## src/design/dhot_modu.sv

```systemverilog
// serial remainder unit: key mod a divisor, one bit per cycle
// depends on nothing but the clock and reset
module dhot_modu #(
	parameter int KW = 32,
	parameter int DW = 17
) (
	input  logic          clk,
	input  logic          arst_n,
	input  logic          start,
	input  logic [KW-1:0] dividend,
	input  logic [DW-1:0] divisor,
	output logic          busy,
	output logic [DW-1:0] rem
);

	localparam int CW = $clog2(KW + 1);

	logic [KW-1:0] sh_q;
	logic [DW:0]   r_q;
	logic [CW-1:0] cnt_q;
	logic [DW:0]   trial;

	assign trial = {r_q[DW-1:0], sh_q[KW-1]};
	assign busy  = (cnt_q != '0);
	assign rem   = r_q[DW-1:0];

	// restoring division, remainder only
	always_ff @(posedge clk or negedge arst_n) begin
		if (!arst_n) begin
			cnt_q <= '0;
		end else if (start) begin
			cnt_q <= CW'(KW);
		end else if (busy) begin
			cnt_q <= cnt_q - 1'b1;
		end
	end

	always_ff @(posedge clk) begin
		if (start) begin
			sh_q <= dividend;
			r_q  <= '0;
		end else if (busy) begin
			sh_q <= sh_q << 1;
			if (trial >= {1'b0, divisor}) r_q <= trial - {1'b0, divisor};
			else r_q <= trial;
		end
	end

endmodule

```

## config.mk

```make
export PLATFORM = sky130hd
export DESIGN_NAME = dhot_modu
export DESIGN_NICKNAME = d
export VERILOG_FILES = /design/src/design/dhot_modu.sv
export SDC_FILE = /design/constraint.sdc
export NUM_CORES = 1
export LEC_CHECK = 0
export ABC_AREA = 1
export BUFFER_PORTS_ARGS = -buffer_cell sky130_fd_sc_hd__buf_2
export CORE_MARGIN = 2
export CORE_UTILIZATION = 30
export DETAILED_ROUTE_END_ITERATION = 10
export PLACE_DENSITY = 0.54
export SLEW_MARGIN = 5
export SYNTH_ARGS = -nofsm -noshare
export SYNTH_HDL_FRONTEND = slang
export SYNTH_SLANG_ARGS = --single-unit
```

## constraint.sdc

```tcl
create_clock -name clk -period 2.55 [get_ports clk]
set_clock_uncertainty 0.15 [all_clocks]
set_input_delay 0 -clock clk [delete_from_list [all_inputs] [get_ports clk]]
set_output_delay 0 -clock clk [all_outputs]
set_load 0.03 [all_outputs]
```

==> impl_metrics.csv <==
group,metric,value,unit
setup_path,crit_chain,"inv_1 -> ha_1 -> inv_1 -> fa_1 -> nand3_1 -> nand3_1 -> nand2_2 -> nand2_4 -> nand2_1 -> nand2_1 -> o21ai_1",
grt,grt_max_degree,34,
cts,tritoncts,"built",
worst_hold_path,min_path_type,"input port to register",
power_and_ir_drop,power.internal,0.00235,W
synth,synthCells,525,
power_and_ir_drop,ir_worst_vdd,427,uV
cts,cts_resized,0,
detailed_routing,vias,3478,
cts,clock_sinks,55,
synth,synthMuxAreaShare,0,
cts,cts_root_buf,"clkbuf_16",
cts,clkSlewWorstSetupHoldPaths,0.08,ns
synth,syn_avg_cell_area,6.87,um^2
power_and_ir_drop,combPwrFrac,0.462,
synth,ys_types,32,
timing,rsz0062_at_grt,"no",
timing,drv_slew,0,
job,cap_violations,0,
synth,yosysTopAreaCellShare,0.267,
detailed_routing,wirelength,9110,um
timing,fmax,432,MHz
placement,gp_congestion,0.834,
synth,yosys.area.top_type,"edfxtp_1",
synth,synth_nets,596,
power_and_ir_drop,p_leak,2.53,nW
detailed_routing,drtIter0Drc,129,
placement,dpl.hpwl,6520,um
die,fp.dieW,114,um
detailed_routing,drtPass1Iterations,5,
setup_path,worstSetupPathType,"register to register",
power_and_ir_drop,p_clk_frac,0.204,
synth,yosys.area_share.adder,0.0680,
cells_and_area,drive_above_1_share,0.152,
die,ios,70,
timing,hold-worst-slack,-0.00184,ns
grt,grt_usage,0.149,
setup_path,cp.required,2.63,ns
timing,fin_ws,0.237,ns
die,fp.dieH,114,um
timing,hold_viol_final,1,
cells_and_area,fin_util,0.389,
timing,period_share,0.907,
setup_path,crit_family,"simple AND/OR/NAND/NOR gates",
synth,synth.area.top_cells,"edfxtp_1 (27%), nand2_1 (25%), dfxtp_1 (9.4%)",
power_and_ir_drop,p_sw,0.00171,W
synth,synth_compound_area_frac,0.0347,
detailed_routing,maxUsedRoutingLayer,"met4",
cells_and_area,nets,697,
synth,synth_xor_area_frac,0.0170,
die,start_util,0.304,
detailed_routing,wl_per_cell,11.8,um
power_and_ir_drop,switching_share,0.422,
timing,period_needed,2.31,ns
grt,grt_pass1_vias,3546,
timing,worstMarginPinSlew,0.406,ns
power_and_ir_drop,power_density,880,nW/um^2
timing,relSlewSlack,0.729,
cts,clk_latency,0.30,ns
synth,syn_area,3600,um^2
setup_path,cpPeakStageDelay,0.42,ns
synth,yosysWarnings,0,
power_and_ir_drop,seqPwrFrac,0.334,
setup_path,critPathCaptureType,"register",
detailed_routing,drcViolationCount,0,
timing,setup_viol,0,
setup_path,startpoint_type,"register",
run_status,failed_checks,"hold timing",
detailed_routing,via_per_inst,4.49,
detailed_routing,wl_met3,368,um
grt,grt_pass1_wl,15900,um
cts,postCtsSetupBuffers,0,
grt,antenna_found_initial,0,
setup_path,cp_slowest_cell,"fa_1",
cts,cts_hold_buf,35,
setup_path,critPathMaxFanout,24,
synth,ys_ff_latch,55,
setup_path,critPathArrivalTime,2.39,ns
cts,cts_buffer_depth,2,
timing,finalSetupTns,0,ns
power_and_ir_drop,fin_total_pwr,0.00406,W
detailed_routing,postRouteAntennaNets,0,
die,die-area,12900,um^2
cells_and_area,antenna_cells,0,
cts,h-tree-depth,2,
detailed_routing,wl_met1,4190,um
cells_and_area,syn_to_final_growth,28.1,%
synth,synth_top_family_by_area,"simple AND/OR/NAND/NOR gates",
detailed_routing,route.met2.wl,4480,um
grt,grt.overflow.total,0,
placement,dpl_worst_slack,0.256,ns
run_status,status,"complete, but fails checks",
setup_path,cp_num_buf_inv,2,
synth,synth-seq-area-share,0.403,
synth,synth-simple-area-share,0.372,
die,core,11900,um^2
cts,cts_buffers,5,
die,rows,40,
placement,io_buffers,69,
-- cells in the final DEF, fill, tap and decap left out, drive strengths merged --
| master | Yosys | layout |
|---|---|---|
| a211oi | 1 | 1 |
| a21oi | 11 | 11 |
| a31oi | 1 | 1 |
| and2 | 1 | 1 |
| buf | 8 | 74 |
| bufinv | 0 | 1 |
| clkbuf | 7 | 5 |
| clkinv | 1 | 1 |
| dfrtp | 6 | 6 |
| dfxtp | 17 | 17 |
| dlygate4sd3 | 0 | 35 |
| edfxtp | 32 | 32 |
| fa | 1 | 1 |
| ha | 18 | 18 |
| inv | 79 | 81 |
| nand2 | 245 | 245 |
| nand3 | 33 | 33 |
| nand3b | 10 | 10 |
| nand4 | 2 | 2 |
| nor2 | 29 | 29 |
| nor3 | 3 | 3 |
| o21ai | 10 | 10 |
| o22ai | 1 | 1 |
| or2 | 2 | 2 |
| xnor2 | 5 | 5 |
| xor2 | 2 | 2 |
-- cells in the mapped netlist --
master    count
o21ai_0       3
fa_1          1
and2_1        1
o22ai_1       1
buf_2         6
inv_1        75
ha_1         18
clkbuf_1      7
nor2_1       26
nor3_2        1
xor2_1        2
nand4_1       2
nand2_2       3
or2_1         1
clkinv_1      1
xnor2_1       5
nand3b_1     10
or2_2         1
buf_6         2
nand3_1      33
a31oi_1       1
nor2_2        3
inv_2         4
a211oi_1      1
dfxtp_1      17
dfrtp_1       6
edfxtp_1     32
nor3_1        2
a21oi_1      11
nand2_4       1
nand2_1     241
o21ai_1       7
-- metrics by stage --
step                area (um^2)  std cells  hold slack [ns]
global placement           4090        731           -0.316
global route               4620        774           0.0407
finish                     4620        774         -0.00184
floorplan                  3600        525           -0.446
detailed placement         4090        731           -0.315
CTS                        4620        774          0.00577
-- metal layers --
metal,vias up,track usage
met5,-,0
li1,1816,-
met1,1585,0.188
met3,6,0.0228
met4,0,0.0341
met2,71,0.271
-- path summary, 6_finish.rpt --
path | start | to | slack, ns | cells after the start
worst min register to register | r_q[15] | r_q[15] | 0.34 | 2
max in group asynchronous | arst_n | cnt_q[3] | 1.52 | 3
min in group asynchronous | arst_n | cnt_q[2] | 0.50 | 3
worst max-delay path | sh_q[31] | r_q[0] | 0.24 | 11
worst max register to register | sh_q[31] | r_q[0] | 0.24 | 11
worst min-delay path | divisor[0] | r_q[0] | -0.002 | 5
-- power groups by stage --
stage | combinational (W) | sequential (W) | clock (W)
final | 0.00188 | 0.00136 | 0.000827
after global routing | 0.00213 | 0.00139 | 0.000885
after CTS | 0.00189 | 0.00136 | 0.000849
after detailed placement | 0.00184 | 0.00138 | 0
after global placement | 0.00181 | 0.00137 | 0
after floorplan | 0.00126 | 0.00150 | 0
-- kinds of logic (layout without fill, tap and decap cells) --
group	count (synthesis)	after routing
AND/OR/NAND/NOR	325	325
adder cells (fa/ha/maj)	19	19
buffers and inverters	95	197
AO/OA/AOI/OAI	24	24
flip-flops	55	55
XOR/XNOR	7	7
-- worst register-to-register path: stages (launching register included) --
cell and delay [ns]:
edfxtp_1 0.39, inv_1 0.07, ha_1 0.13, inv_1 0.06, fa_1 0.42, nand3_1 0.12, nand3_1 0.12, nand2_2 0.25
nand2_4 0.24, nand2_1 0.13, nand2_1 0.05, o21ai_1 0.12
-- cell type report --
type	instances	area (um^2)
clock inverters	3	50.0
fillers	1238	7240
clock buffers	5	125
multi-input cells	375	1770
flip-flops and latches	55	1450
repair buffers	109	733
well taps	147	184
inverters	80	300
-- registers in the layout, indices dropped and copies added, names as in the netlist --
signal	cells
sh_q	32
r_q	17
cnt_q	6
Note: power is estimated with default switching activity, not from simulation.
